### config.mk
export PLATFORM = sky130hd
export DESIGN_NAME = kwlm_div
export DESIGN_NICKNAME = d
export VERILOG_FILES = /design/src/hw/rtl/kwlm_pkg.sv /design/src/hw/rtl/kwlm_div.sv
export SDC_FILE = /design/constraint.sdc
export NUM_CORES = 1
export LEC_CHECK = 0
export BUFFER_PORTS_ARGS = -buffer_cell sky130_fd_sc_hd__buf_2
export CELL_PAD_IN_SITES_DETAIL_PLACEMENT = 0
export CELL_PAD_IN_SITES_GLOBAL_PLACEMENT = 1
export CORE_MARGIN = 4
export CORE_UTILIZATION = 36
export DETAILED_ROUTE_END_ITERATION = 10
export PLACE_DENSITY_LB_ADDON = 0.1
export SKIP_CTS_REPAIR_TIMING = 1
export SLEW_MARGIN = 20
export SYNTH_ARGS = -nofsm -noshare
export SYNTH_HDL_FRONTEND = slang
export SYNTH_SLANG_ARGS = --single-unit
export TNS_END_PERCENT = 5
### constraint.sdc
create_clock -name clk -period 2.9 [get_ports clk]
set_input_delay 0.145 -clock clk [delete_from_list [all_inputs] [get_ports clk]]
set_output_delay 0.145 -clock clk [all_outputs]
set_load 0.01 [all_outputs]
### src/hw/rtl/kwlm_pkg.sv
// Shared types and constants for the K-weighted loudness meter.
// Depends on nothing.
package kwlm_pkg;

    localparam int AccBits  = 72;
    localparam int LoudFloor = -17920;
    localparam int LoudCeil  = 2560;
    localparam logic [25:0] TenLog2Q24 = 26'd50504453;

    typedef logic signed [33:0] coef_t;

    // high-pass b0 b1 b2 a1 a2, then high shelf
    localparam coef_t HpCoef [5] = '{
        34'sd1073741824, -34'sd2147483648, 34'sd1073741824,
        -34'sd2136797184, 34'sd1063081984};
    localparam coef_t ShCoef [5] = '{
        34'sd1648327767, -34'sd2890186776, 34'sd1286764483,
        -34'sd1815331593, 34'sd786495243};

    typedef enum logic [3:0] {
        ST_IDLE, ST_FILT, ST_SQ, ST_RING, ST_WIN,
        ST_DIV, ST_LOG, ST_NEXT, ST_OUT
    } state_t;

endpackage

### src/hw/rtl/kwlm_div.sv
// Restoring divider, one quotient bit per cycle: 64-bit by 40-bit.
// Depends on kwlm_pkg.
module kwlm_div
    import kwlm_pkg::*;
(
    input  logic clk,
    input  logic rst_n,
    input  logic start,
    input  logic [63:0] num,
    input  logic [39:0] den,
    output logic done,
    output logic [63:0] quo
);
    logic [63:0] q_reg, q_next;
    logic [40:0] r_reg, r_next;
    logic [40:0] trial;
    logic [6:0] cnt_reg, cnt_next;
    logic busy_reg, busy_next;

    always_comb
    begin
        q_next    = q_reg;
        r_next    = r_reg;
        cnt_next  = cnt_reg;
        busy_next = busy_reg;
        done      = 1'b0;
        trial     = {r_reg[39:0], q_reg[63]};
        if (start)
        begin
            q_next    = num;
            r_next    = '0;
            cnt_next  = '0;
            busy_next = 1'b1;
        end
        else if (busy_reg)
        begin
            if (trial >= {1'b0, den})
            begin
                r_next = trial - {1'b0, den};
                q_next = {q_reg[62:0], 1'b1};
            end
            else
            begin
                r_next = trial;
                q_next = {q_reg[62:0], 1'b0};
            end
            cnt_next = cnt_reg + 7'd1;
            if (cnt_reg == 7'd63)
            begin
                busy_next = 1'b0;
                done      = 1'b1;
            end
        end
    end

    assign quo = q_next;

    always_ff @(posedge clk or negedge rst_n)
    begin
        if (!rst_n)
        begin
            busy_reg <= 1'b0;
            cnt_reg  <= '0;
        end
        else
        begin
            busy_reg <= busy_next;
            cnt_reg  <= cnt_next;
        end
    end

    always_ff @(posedge clk)
    begin
        q_reg <= q_next;
        r_reg <= r_next;
    end
endmodule

Word level (Yosys, flattened, before mapping)
Cells that the tools add are included.
{"block": "op_classes", "n_mux": 12, "order_cmp": 1, "n_reduce_logical": 1, "addsub": 2, "eq_ne": 1}
{"cell": "$mux 64", "count": 2}
{"cell": "$ge 41x40->1", "count": 1}
{"cell": "$mux 40", "count": 1}
{"cell": "$sub 40x40->40", "count": 1}
{"cell": "$mux 7", "count": 2}
{"cell": "$add 7x1->7 const B", "count": 1}
{"cell": "$eq 7x6->1 const B", "count": 1}
{"cell": "$mux 1", "count": 7}
{"cell": "$reduce_bool 2->1", "count": 1}
{"block": "totals", "elab_cells": 21, "reg_bits": 112, "input_bits": 107, "output_inout_bits": 65}

Logic depth before layout (Yosys ltp)
{"block": "logic_depth", "ltp_word": 4, "mapped_depth": 14, "mapped_depth_nobuf": 14}

Worst setup path before layout
No wires, ideal clock.
{"block": "synth_path", "kind": "register -> register", "startpoint": "register q_reg[63]", "endpoint": "register r_reg[32]", "arrival_ns": 2.787, "slack_ns": 0.025, "setup_time_ns": 0.088, "stages_incl_launch_ff": 15, "n_path_buf": 0, "path_cell_list": "dfxtp_1 > inv_1 > ha_1 > inv_1 > fa_1 > a211oi_2 > o21ai_1 > a21oi_1 > o21ai_0 > a221oi_1 > nor2_1 > nor3_1 > xnor2_1 > nand2_1 > a311oi_2"}
{"block": "synth_via", "elab_chain_len": 2, "word_cells_on_any_way": 3, "cone_classes": "add/sub (1); order compare (1); mux (1)"}
{"element": "from (decl)", "line": "kwlm_div.sv:14", "rtl": "logic [63:0] q_reg, q_next;"}
{"element": "from (signal assigned)", "line": "kwlm_div.sv:74", "rtl": "q_reg <= q_next;"}
{"element": "$sub 40x40->40 / $ge 41x40->1 (equally long branches)", "line": "kwlm_div.sv:39, kwlm_div.sv:37"}
{"element": "$mux 40 (*)", "line": "kwlm_div.sv:37", "rtl": "if (trial >= {1'b0, den})"}
{"element": "to (signal assigned)", "line": "kwlm_div.sv:75", "rtl": "r_reg <= r_next;"}
{"element": "to (decl)", "line": "kwlm_div.sv:15", "rtl": "logic [40:0] r_reg, r_next;"}
Mark *: on every way between the ends. The rest lies on a longest branch, timed or not.
A chain may end at the register's enable or synchronous reset.

Worst setup path after layout
{"block": "layout_path", "startpoint": "register r_reg[36]", "endpoint": "output quo[0]"}
{"block": "layout_via", "elab_chain_len": 4}
{"element": "$ge 41x40->1", "line": "kwlm_div.sv:37"}
{"element": "$mux 1", "line": "kwlm_div.sv:37"}
{"element": "$mux 64", "line": "kwlm_div.sv:35", "rtl": "else if (busy_reg)"}
{"element": "$mux 64", "line": "kwlm_div.sv:28", "rtl": "if (start)"}
{"element": "to (decl)", "line": "kwlm_div.sv:12", "rtl": "output logic [63:0] quo"}
No other way between the ends.

==> results_dict.tcl <==
set metrics [dict create \
    first_iter_violations 234 \
    ys_top_cells_by_area "dfxtp_1 (28%), mux2i_1 (8.8%), nand2_1 (8.3%)" \
    antennaDiodeCount 0 \
    placementRows 52 \
    vias_per_cell 4.98 \
    hold_violations 0 \
    crit_path_end "quo[0]" \
    vias 6893 \
    layout-drive-gt1-share_pct 32.1 \
    path_max_fanout 3 \
    power.density_nw_per_um2 744 \
    synth_top_area_cell "dfxtp_1" \
    hold_class "primary input to register" \
    gp_congestion 0.811 \
    max_slew_margin_pct 58.5 \
    syn_to_final_growth_pct 30.0 \
    grt_pass1_vias 6497 \
    yosysUniqueCellTypes 66 \
    grt_setup_unrepaired "yes" \
    grt_pass1_wl_um 32600 \
    yosysWarnings 0 \
    cts_tree "yes" \
    antenna_found_initial 1 \
    finalCritPeriodShare_pct 99.4 \
    die_w_um 151 \
    r2r_slack_ps 60 \
    cts_inserted_buffers 9 \
    final-setup-viol-count 0 \
    synth_edf_count 0 \
    die-height_um 151 \
    drc 0 \
    syn_avg_cell_area_um2 8.15 \
    ys_seq_area_share_pct 31.0 \
    ys_async_sr_fraction_pct 7.14 \
    critPathKind "register to output port" \
    cts_sinks 112 \
    startpoint "r_reg[36]" \
    finalMaxSlewViolations 0 \
    h-tree-depth 3 \
    period_needed_ps 2880 \
    drtAntennaViolNets 0 \
    cts.path.max_buffers 2 \
    r2r_end "r_reg[39]" \
    routed_wl_um 20800 \
    irDropWorstVdd_uv 337 \
    root_buffer "clkbuf_16" \
    drv_cap 0 \
    gr-usage-all-layers_pct 17.6 \
    die-area_um2 22800 \
    first_pass_iters 4 \
    core_region_area_um2 20200 \
    status "complete, no violations" \
    dp_hpwl_um 15700 \
    reg2reg_depth 11 \
    wl_per_cell_um 15.0 \
    layout_common_cells "buf_2 (169), nand2_1 (163), dfxtp_1 (97)" \
    startpoint_type "register" \
    register_area_um2 2300 \
    pin_count 172 \
    synthesis.nets 1053 \
    synth_top_cell_area_share_pct 28.3 \
    fillCellCount 2076 \
    total_leakage_power_uw 0.00479 \
    reg2reg_from "r_reg[36]" \
    required_ps 2760 \
    layout_setup_ws_ps 17.8 \
    end_kind "output port" \
    layout_commonest_cell "buf_2" \
    clock.fmax_mhz 347 \
    synth_seq_cells 112 \
    finalNetCount 1257 \
    syn-cell-area_um2 7370 \
    grt_max_degree 118 \
    holdWs_ps 9.25 \
    clock-skew-final_ps 12.0 \
    clk_latency_ps 360 \
    synth_flop_cell "dfxtp_1" \
    worstMarginPinSlew_ps 623 \
    cp.arrival_ps 2740 \
    clkTransAtPathRegs_ps 80 \
    largest_register_ffs 64 \
    netlist_instances 904 \
    numPortBuffers 171 \
    overflow 0 \
    start_util_pct 36.5 \
    dp_slack_ps -137 \
    multiInputGateArea_um2 4970 \
]
worst min path at each step:
stage	cells past startpoint	from	end	slack [ps]
final	3	num[13]	q_reg[13]	9
after global routing	3	num[9]	q_reg[9]	3
after CTS	1	rst_n	cnt_reg[1]	-390
after detailed placement	1	rst_n	cnt_reg[3]	3
after global placement	1	rst_n	cnt_reg[1]	3
after floorplan	0	rst_n	busy_reg	-150
worst max-delay path: stages, from the launching register on:
cell      delay (ps)
dfxtp_1          360
ha_4             290
nand4b_2         150
or4_4            550
nor4_4           300
nor4_2           100
o21a_2           160
nand3_2          100
o21ai_2           50
o21ai_1          160
buf_4            160
per-layer routing:
| metal | track usage, % | wire [µm] | vias to the layer above |
|---|---|---|---|
| li1 | - | - | 3599 |
| met1 | 24.4 | 9930 | 3167 |
| met2 | 28.8 | 9910 | 110 |
| met3 | 3.08 | 730 | 15 |
| met4 | 3.45 | 234 | 2 |
| met5 | 0 | 7 | - |
cell families after synthesis:
group | after synthesis | synth area share (%)
xor gates and xnor gates | 38 | 4.52
and+or+nand+nor | 281 | 16.4
muxes | 65 | 8.83
buffers and inverters | 106 | 6.06
AOI/OAI and AO/OA | 260 | 26.0
DFF | 112 | 31.0
adders and majority gates | 42 | 7.23
synth_stat cells (7+ instances only):
cell and number:
a21o_1 21, a21oi_1 51, a311oi_2 29, clkbuf_1 32, dfrtp_1 8, dfxtp_1 104, ha_1 41, inv_1 52
mux2i_1 65, nand2_1 163, nand3_1 11, nand4_1 10, nor2_1 61, o21ai_0 88, o21bai_1 9, o31ai_1 7
xnor2_1 22, xor2_1 16
layout make-up:
| cell class | instances | area share [%] |
|---|---|---|
| multi-input combinational | 686 | 51.9 |
| sequential | 112 | 24.0 |
| timing repair buffer | 245 | 15.5 |
| tap | 270 | 3.53 |
| clock buffer | 10 | 2.39 |
| inverter | 54 | 2.12 |
| clock inverter | 6 | 0.653 |
metrics by stage:
step | instances | setup TNS, ps | area [µm²] | utilization [%] | power [µW]
5_1_grt | 1383 | -498 | 9580 | 47.5 | 7690
2_1_floorplan | 904 | 0 | 7370 | - | 4450
4_1_cts | 1371 | -814 | 9140 | 45.3 | 6880
3_5_place_dp | 1355 | -387 | 8850 | 43.9 | 5590
6_report | 1383 | 0 | 9580 | 47.5 | 7130
3_3_place_gp | 1355 | -202 | 8850 | 43.9 | 5610
power breakdown:
| group | switching [µW] | internal, µW |
|---|---|---|
| logic | 2000 | 1800 |
| clock network | 645 | 609 |
| registers | 241 | 1840 |
| total | 2880 | 4240 |
No activity file was read; power rests on OpenSTA's default activity.
