===== src/hw/rtl/kwlm_pkg.sv =====
// Shared types and constants for the K-weighted loudness meter.
// Depends on nothing.
package kwlm_pkg;

    localparam int AccBits  = 72;
    localparam int LoudFloor = -17920;
    localparam int LoudCeil  = 2560;
    localparam logic [25:0] TenLog2Q24 = 26'd50504453;

    typedef logic signed [33:0] coef_t;

    // high-pass b0 b1 b2 a1 a2, then high shelf
    localparam coef_t HpCoef [5] = '{
        34'sd1073741824, -34'sd2147483648, 34'sd1073741824,
        -34'sd2136797184, 34'sd1063081984};
    localparam coef_t ShCoef [5] = '{
        34'sd1648327767, -34'sd2890186776, 34'sd1286764483,
        -34'sd1815331593, 34'sd786495243};

    typedef enum logic [3:0] {
        ST_IDLE, ST_FILT, ST_SQ, ST_RING, ST_WIN,
        ST_DIV, ST_LOG, ST_NEXT, ST_OUT
    } state_t;

endpackage


===== src/hw/rtl/kwlm_mac.sv =====
// Bit-serial signed multiply: one multiplier bit per cycle.
// Depends on kwlm_pkg.
module kwlm_mac
    import kwlm_pkg::*;
(
    input  logic clk,
    input  logic rst_n,
    input  logic start,
    input  logic signed [33:0] a,
    input  logic signed [33:0] b,
    output logic done,
    output logic signed [67:0] prod
);
    logic signed [67:0] acc_reg, acc_next;
    logic signed [67:0] mc_reg, mc_next;
    logic [33:0] mp_reg, mp_next;
    logic [5:0] cnt_reg, cnt_next;
    logic busy_reg, busy_next;

    always_comb
    begin
        acc_next  = acc_reg;
        mc_next   = mc_reg;
        mp_next   = mp_reg;
        cnt_next  = cnt_reg;
        busy_next = busy_reg;
        done      = 1'b0;
        if (start)
        begin
            acc_next  = '0;
            mc_next   = 68'(a);
            mp_next   = b;
            cnt_next  = '0;
            busy_next = 1'b1;
        end
        else if (busy_reg)
        begin
            // top bit of a two's complement multiplier has negative weight
            if (mp_reg[0])
                acc_next = (cnt_reg == 6'd33) ? acc_reg - mc_reg : acc_reg + mc_reg;
            mc_next  = mc_reg <<< 1;
            mp_next  = mp_reg >> 1;
            cnt_next = cnt_reg + 6'd1;
            if (cnt_reg == 6'd33)
            begin
                busy_next = 1'b0;
                done      = 1'b1;
            end
        end
    end

    assign prod = acc_next;

    always_ff @(posedge clk or negedge rst_n)
    begin
        if (!rst_n)
        begin
            busy_reg <= 1'b0;
            cnt_reg  <= '0;
        end
        else
        begin
            busy_reg <= busy_next;
            cnt_reg  <= cnt_next;
        end
    end

    always_ff @(posedge clk)
    begin
        acc_reg <= acc_next;
        mc_reg  <= mc_next;
        mp_reg  <= mp_next;
    end
endmodule


===== config.mk =====
export PLATFORM = sky130hd
export DESIGN_NAME = kwlm_mac
export DESIGN_NICKNAME = d
export VERILOG_FILES = /design/src/hw/rtl/kwlm_pkg.sv /design/src/hw/rtl/kwlm_mac.sv
export SDC_FILE = /design/constraint.sdc
export NUM_CORES = 1
export LEC_CHECK = 0
export ABC_AREA = 0
export BUFFER_PORTS_ARGS = -buffer_cell sky130_fd_sc_hd__buf_2
export CAP_MARGIN = 10
export CELL_PAD_IN_SITES_DETAIL_PLACEMENT = 2
export CELL_PAD_IN_SITES_GLOBAL_PLACEMENT = 2
export CORE_UTILIZATION = 33
export CTS_CLUSTER_DIAMETER = 120
export DETAILED_ROUTE_END_ITERATION = 6
export PLACE_DENSITY = 0.76
export SLEW_MARGIN = 20
export SYNTH_ARGS = -nofsm -noshare
export SYNTH_HDL_FRONTEND = slang
export SYNTH_SLANG_ARGS = --single-unit

===== constraint.sdc =====
create_clock -name clk -period 6.8 [get_ports clk]
set_input_delay 1.7 -clock clk [delete_from_list [all_inputs] [get_ports clk]]
set_output_delay 1.7 -clock clk [all_outputs]
set_load 0.03 [all_outputs]

Yosys cells after proc, flatten, opt, wreduce, memory -nomap -nowiden
Index checks and enable logic that the tools add are counted.

storage, ports and cells
  register bits after elaboration = 177
  bits in latches = 0
  RAM bits = 0
  memory bits (read-only) = 0
  bits of input ports = 71
  output and inout bits = 69
  word-level logic and storage cells = 26
  memories kept = 0

cells by class
  add/sub/neg operators = 3
  multipliers = 0
  div/mod/pow operators = 0
  magnitude comparators = 0
  equality and inequality tests = 1
  shift operators = 0
  mux-type cells = 16
  bitwise logic cells = 0
  reductions and logical operators = 1

operators by type and width
  cell                 number
  $mux 68              6
  $add 68x68->68       1
  $mux 34              2
  $sub 68x68->68       1
  $mux 6               2
  $add 6x1->6 const B  1
  $eq 6x6->1 const B   1
  $mux 1               6
  $reduce_bool 2->1    1

Longest topological paths before layout
Gate-level depths: netlist (run 1).

  depth in word-level cells = 5
  mapped depth = 22

Worst setup path after synthesis (run 1)
Ideal clock, no wire load.

  kind = register to output
  start point = register mc_reg[12]
  end point = output prod[65]
  arrival time = 5.654 ns
  required time = 5.100 ns
  slack = -0.554 ns
  cell stages (with the launch flop) = 19
  cells stage by stage = edfxtp_1 > or4_4 > or4_4 > or3_4 > or3_1 > nor2_1 > nand2_1 > nor4_2 > a21oi_1 > xnor2_1 > ha_1 > a21oi_1 > nor2b_1 > o21a_1 > nor3_1 > o311a_1 > nor3_1 > o31a_1 > o41ai_1

on the way
  longest elaborated chain between the ends = 5
  elaborated cells on any way between the ends = 6
  those cells by class = 2 x add/sub; 4 x mux

ends and longest elaborated chain
  item                                                     RTL line        RTL
  start: declaration                                       kwlm_mac.sv:15  logic signed [67:0] mc_reg, mc_next;
  start signal: assignment                                 kwlm_mac.sv:71  mc_reg <= mc_next;
  $add 68x68->68 / $sub 68x68->68 (equally long branches)  kwlm_mac.sv:40  acc_next = (cnt_reg == 6'd33) ? acc_reg - mc_reg : acc_reg + mc_reg;
  $mux 68 (*)                                              kwlm_mac.sv:40
  $mux 68 (*)                                              kwlm_mac.sv:39  if (mp_reg[0])
  $mux 68 (*)                                              kwlm_mac.sv:36  else if (busy_reg)
  $mux 68 (*)                                              kwlm_mac.sv:28  if (start)
  end: declaration                                         kwlm_mac.sv:12  output logic signed [67:0] prod

Every way passes the cells marked *; elsewhere a longest branch is shown, timed or not.

Worst setup path in the final report (run 1)
  start point = register mc_reg[12]
  end point = output prod[67]

Same word-level chain as after synthesis.

==> results of run 1 <==
[stage by stage]
step	power (µW)	setup TNS (ns)	hold slack [ns]	setup slack, ns
final	5720	-38.01	0.485	-1.33
after global routing	5860	-42.06	0.529	-1.43
after CTS	5040	-15.68	0.490	-0.726
after detailed placement	3610	-13.19	0.477	-0.729
after global placement	3510	-8.03	0.473	-0.689
after floorplan	2710	-0.0475	0.523	-0.0475
[power by group]
group	total, µW	leakage, µW	internal [µW]	switching [µW]
Sequential	1460	0.00175	1300	156
Combinational	3190	0.00587	1310	1880
Clock	1070	0.000291	493	575
Total	5720	0.00791	3110	2610
[cell families after synthesis]
kind of cell / Yosys count
AOI/OAI and AO/OA: 403
xor gates and xnor gates: 124
adders and majority gates: 71
buffers and inverters: 119
DFF: 177
muxes: 62
and+or+nand+nor: 389
[metal layers]
layer	vias to the layer above	GRT usage
li1	5688	-
met1	6863	0.372
met2	692	0.554
met3	289	0.0550
met4	0	0.133
met5	-	0
[layout make-up]
class	count	area share
flip-flops and latches	177	0.254
clock buffers	17	0.0235
multi-input cells	1049	0.481
well taps	461	0.0318
repair buffers	450	0.190
clock inverters	15	0.00932
diodes	1	0.000138
inverters	51	0.0107
[cells in the mapped netlist, drive strengths merged (5+ instances only)]
library cell / number
nand2: 171
a21oi: 140
o21ai: 103
edfxtp: 102
xnor2: 78
nor2: 76
ha: 70
dfxtp: 68
clkbuf: 62
mux2: 62
inv: 51
xor2: 46
a21o: 42
nand4: 28
nand3: 22
a31oi: 20
nor3: 19
or3: 18
o31ai: 16
a22o: 12
o21a: 12
a211oi: 11
nor4: 9
o21bai: 9
or4: 8
dfrtp: 7
and2: 6
buf: 6
nand2b: 6
nor2b: 6
or2: 6
o41ai: 5
[repair_timing]
action                                  4_1_cts  5_1_grt
pin swaps                                    90       84
hold buffers                                  0        0
gates resized for setup                     321      168
setup buffers                                45       42
endpoints found under the setup margin       47       51
hold endpoints to repair                      0        0
[critical path, cell delays in order, from the launching register on]
cell       delay, ns
edfxtp_1        0.42
or4_4           0.58
or4_4           0.44
or3_4           0.35
buf_4           0.18
nor3_4          0.19
nand2_2         0.15
nor4_4          0.23
buf_4           0.19
buf_4           0.12
a21oi_1         0.11
xnor2_1         0.37
ha_1            0.35
buf_4           0.18
nand4_1         0.14
inv_1           0.09
a211oi_2        0.31
o21ai_1         0.14
a21o_1          0.20
a31oi_4         0.23
o2111ai_2       0.16
a211o_1         0.31
a21o_1          0.21
a21oi_4         0.15
buf_6           0.15
[cells in the final DEF, fill, tap and decap left out, types with 56 or more instances in the layout]
cell      instances
buf_6            71
o21ai_0          57
xnor2_1          58
dfxtp_1          68
buf_2            92
nand2_1         151
a21oi_1          74
edfxtp_1        102
buf_4           283
mux2_2           62
nor2_1           56
[path summary, 6_finish.rpt]
check | endpoint | slack [ns] | startpoint | cells after the start
max in group asynchronous | cnt_reg[2] | 5.62 | rst_n | 1
worst max register to register | acc_reg[67] | 0.94 | mc_reg[12] | 23
min in group asynchronous | cnt_reg[1] | 1.02 | rst_n | 1
worst min-delay path | acc_reg[9] | 0.48 | acc_reg[9] | 2
worst max-delay path | prod[67] | -1.33 | mc_reg[12] | 24
worst min register to register | acc_reg[9] | 0.48 | acc_reg[9] | 2
==> metrics.txt, run 1 <==
status complete, but fails checks; failing checks DRC, setup timing; wire per inst 31.1 µm; post-route ant nets 0; part of the cycle the worst path needs 1.20; area leader, netlist edfxtp_1; Chip Height 193 µm; clk buf depth 2; post-synth top area share 0.254; Distinct cells, synth 65; met1 wire length 26,600 µm; mux share of post-synthesis cell area 0.0579; Finish-stage setup viols 49; Critical Path RT 5.10 ns; Top Ports 140; Final Cell Area 0.0181 mm²; vias in the first global route 14,100; Total GRT Usage 0.314; crit end category primary output; Adder-Cell Fraction of Synth Area 0.0743; share of layout cells above drive strength 1 0.468; first-pass GRT wire length 87,400 µm; Pwr per Cell Area 315 mW/mm²; die width 193 µm; Worst Path Arrival 6.43 ns; WS Path Type reg2out; Final min period 8.13 ns; area grow syn2layout 50.3%; Fin. Hold Viols 0; setup ws final -1.33 ns; Root Buffer clkbuf_16; row cnt 69; DR iter-0 viols 990; Syn. warnings 0; CTS tree built; Synth Area in XOR/XNOR 0.0901; Synth Register Bits 177; Startpoint Class flip-flop; largest family of logic cells by synthesized area compound AO/OA/AOI/OAI gates; detailed-route via count 13,500; Post-DP Area 0.0149 mm²; crit-path max FO 4; Setup Skew 0.0208 ns; metal2 WL 34,100 µm; placed cell count 2,106; max-slew violations 0; ranking of synthesized cells by area edfxtp_1 (25%), dfxtp_1 (11%), ha_1 (7.3%); Leak Pwr 0.00791 µW; Final Net Count 1,888; Post-Route WL 69,000 µm; CTS Buf Count 17; antenna violations before repair 1; fin cells 2,221; Post-synth EDFFs 102; Starting Density 0.337; met3 WL 3970 µm; area of the multi-input gates 0.00871 mm²; grt ovf 0; Synth Area in Compound Gates 0.206; Remaining DRCs 8; Clock H-tree levels 4; Post-synth top flop edfxtp_1; Clk Latency, worst-skew pair 0.50 ns; max-cap viol count 0; sequential cell area 0.00460 mm²; worst-margin pin slew 0.947 ns; Post-synth ARST share 0.0395; DRT Pass-1 Iters 7; number of port buffers 139; Final HPWL DP 34,600 µm; max layer used met4; syn_area_per_cell 8.96 µm²; slew margin rel. 0.369; RSZ-0062 raised after global routing true; Final Wtd Congestion 0.881; clk sinks 177; CTS clk-pin slew, worst paths 0.08 ns; Syn Nets 1,487; via/cell ratio 6.09; worst min path class reg2reg; final core utilization 0.507; Mapped Cells 1,345; sequential area share after synthesis 0.382; fillcell total 3,676; largest net degree at the start of global routing 66; Core Box Area 0.0357 mm²; Peak Freq 123 MHz; Post-Synthesis Cell Area 0.0121 mm²; Synth Area in Simple Gates 0.153; VDD IR-drop max 0.173 mV; die footprint 0.0373 mm²
No activity file was read; power rests on OpenSTA's default activity.
==> run 2, diff against run 1 <==
Settings changed: REMOVE_ABC_BUFFERS set to 1.
==> run 2 against run 1 <==
The run still ends with DRC, setup timing left; global-route usage up 2.7 points; routed wire length increased by 10%; cell count increased by 3.7%; critical endpoint unchanged; combinational power increased by 10%; largest power group unchanged.
==> metrics.txt, run 2 (same netlist as run 1, synthesis figures left out) <==
status complete, but fails checks; failing checks DRC, setup timing; row cnt 69; Remaining DRCs 5; WHS Endpoint acc_reg[17]; CTS tree built; RR Endpoint acc_reg[67]; WS Path Type reg2out; max-slew violations 0; Clock H-tree levels 4; clk sinks 177; VDD IR-drop max 0.222 mV; Startpoint Class flip-flop; CTS clk-pin slew, worst paths 0.08 ns; hold slack 0.507 ns; r2r setup slk 0.96 ns; pre-CTS setup slack -0.707 ns; CTS Buf Count 17; slew margin rel. 0.196; post-route ant nets 0; share of layout cells above drive strength 1 0.506; DR iter-0 viols 1,043; max-cap viol count 0; commonest non-fill, non-tap cells in the layout buf_4 (331), nand2_1 (149), buf_6 (108), edfxtp_1 (102), buf_2 (92); antenna violations before repair 0; worst min path class reg2reg; Critical Path RT 5.10 ns; worst r2r src mc_reg[22]; WHS Path Cells 2; Setup crit start mc_reg[22]; first-pass GRT wire length 93,700 µm; Starting Density 0.337; Total GRT Usage 0.341; hold_buf cts 0; Final Cell Area 0.0191 mm²; worst-margin pin slew 1.20 ns; fillcell total 3,635; Worst Path Arrival 6.32 ns; Post-Route WL 76,000 µm; Final Net Count 1,972; via/cell ratio 6.12; startpoint of the worst hold path acc_reg[17]; crit-path max FO 4; die footprint 0.0373 mm²; Pwr per Cell Area 318 mW/mm²; detailed-route via count 14,100; Final HPWL DP 36,900 µm; setup ws final -1.22 ns; wire per inst 33.0 µm; metal2 WL 39,000 µm; Core Box Area 0.0357 mm²; die width 193 µm; met1 wire length 27,300 µm; Chip Height 193 µm; Root Buffer clkbuf_16; Finish-stage setup viols 51; area grow syn2layout 58.8%; DRT Pass-1 Iters 7; Leak Pwr 0.00844 µW; max layer used met4; Final min period 8.02 ns; Final Wtd Congestion 0.893; Fin. Hold Viols 0; part of the cycle the worst path needs 1.18; crit end category primary output; Top Ports 140; Peak Freq 125 MHz; vias in the first global route 15,000; largest net degree at the start of global routing 93; FF-to-FF path depth 21; number of port buffers 139; clk buf depth 2; antenna cells 0; Post-DP Area 0.0152 mm²; grt ovf 0; Power Total 6090 µW; commonest non-fill, non-tap cell in the layout buf_4; met3 WL 3820 µm; Clk Latency, worst-skew pair 0.51 ns; RSZ-0062 raised after global routing true; Setup Skew 0.0192 ns
==> run 2: changes by cell type in the layout (fill, tap and decap cells not counted), sizes merged <==
| cell | change |
|---|---|
| buf | +86 |
| bufinv | +1 |
| clkbuf | -2 |
| clkinv | -3 |
| diode | -1 |
| inv | +2 |
==> run 2: worst max-delay path, stage by stage (launching register included) <==
cell and delay [ns]:
edfxtp_1 0.45, or4_4 0.57, or4_4 0.44, or3_4 0.43
nor3_4 0.29, buf_4 0.22, nand3_4 0.16, o41ai_4 0.39
xnor2_2 0.20, ha_1 0.42, buf_4 0.18, buf_4 0.14
a31oi_1 0.23, o21ai_1 0.12, a21o_1 0.21, a31oi_4 0.19
buf_6 0.16, o2111ai_4 0.12, a211o_1 0.33, a21o_1 0.20
a21oi_2 0.19, buf_6 0.17
==> run 2: per-layer routing <==
metal / up-vias / global-route usage
met2: 732 / 0.634
li1: 5857 / -
met5: - / 0
met4: 0 / 0.203
met1: 7157 / 0.362
met3: 364 / 0.0489
==> run 2: worst max path at each step <==
stage | endpoint | slack [ns]
final | prod[67] | -1.22
after global routing | prod[67] | -1.28
after CTS | prod[57] | -0.78
after detailed placement | prod[65] | -0.71
after global placement | prod[65] | -0.43
after floorplan | prod[65] | -1.35
==> run 2: area by class of cell <==
| class | count | area (µm²) | share of cell area |
|---|---|---|---|
| Multi-Input combinational cell | 1049 | 8940 | 0.467 |
| Sequential cell | 177 | 4600 | 0.240 |
| Timing Repair Buffer | 534 | 4220 | 0.220 |
| Tap cell | 461 | 577 | 0.0301 |
| Clock buffer | 17 | 425 | 0.0222 |
| Inverter | 51 | 194 | 0.0101 |
| Clock inverter | 15 | 189 | 0.00987 |
==> run 2: repair_timing <==
action,in CTS,in global routing
endpoints found under the hold margin,0,0
gates cloned,0,0
setup endpoints to repair,51,52
resized for setup,374,213
buffers inserted,54,68
pin swaps,135,120
==> run 2: through the flow <==
stage / instances / TNS [ns] / utilization
finish: 2304 / -39.76 / 0.535
global route: 2304 / -44.88 / 0.535
CTS: 2241 / -17.93 / 0.493
detailed placement: 2161 / -12.37 / 0.426
global placement: 2161 / -6.17 / 0.426
floorplan: 1277 / -25.82 / -
==> run 2: power breakdown <==
group,switching (µW),leakage [µW],internal [µW],total (µW)
Sequential,165,0.00175,1300,1470
Clock,575,0.000299,529,1100
Combinational,2020,0.00639,1500,3520
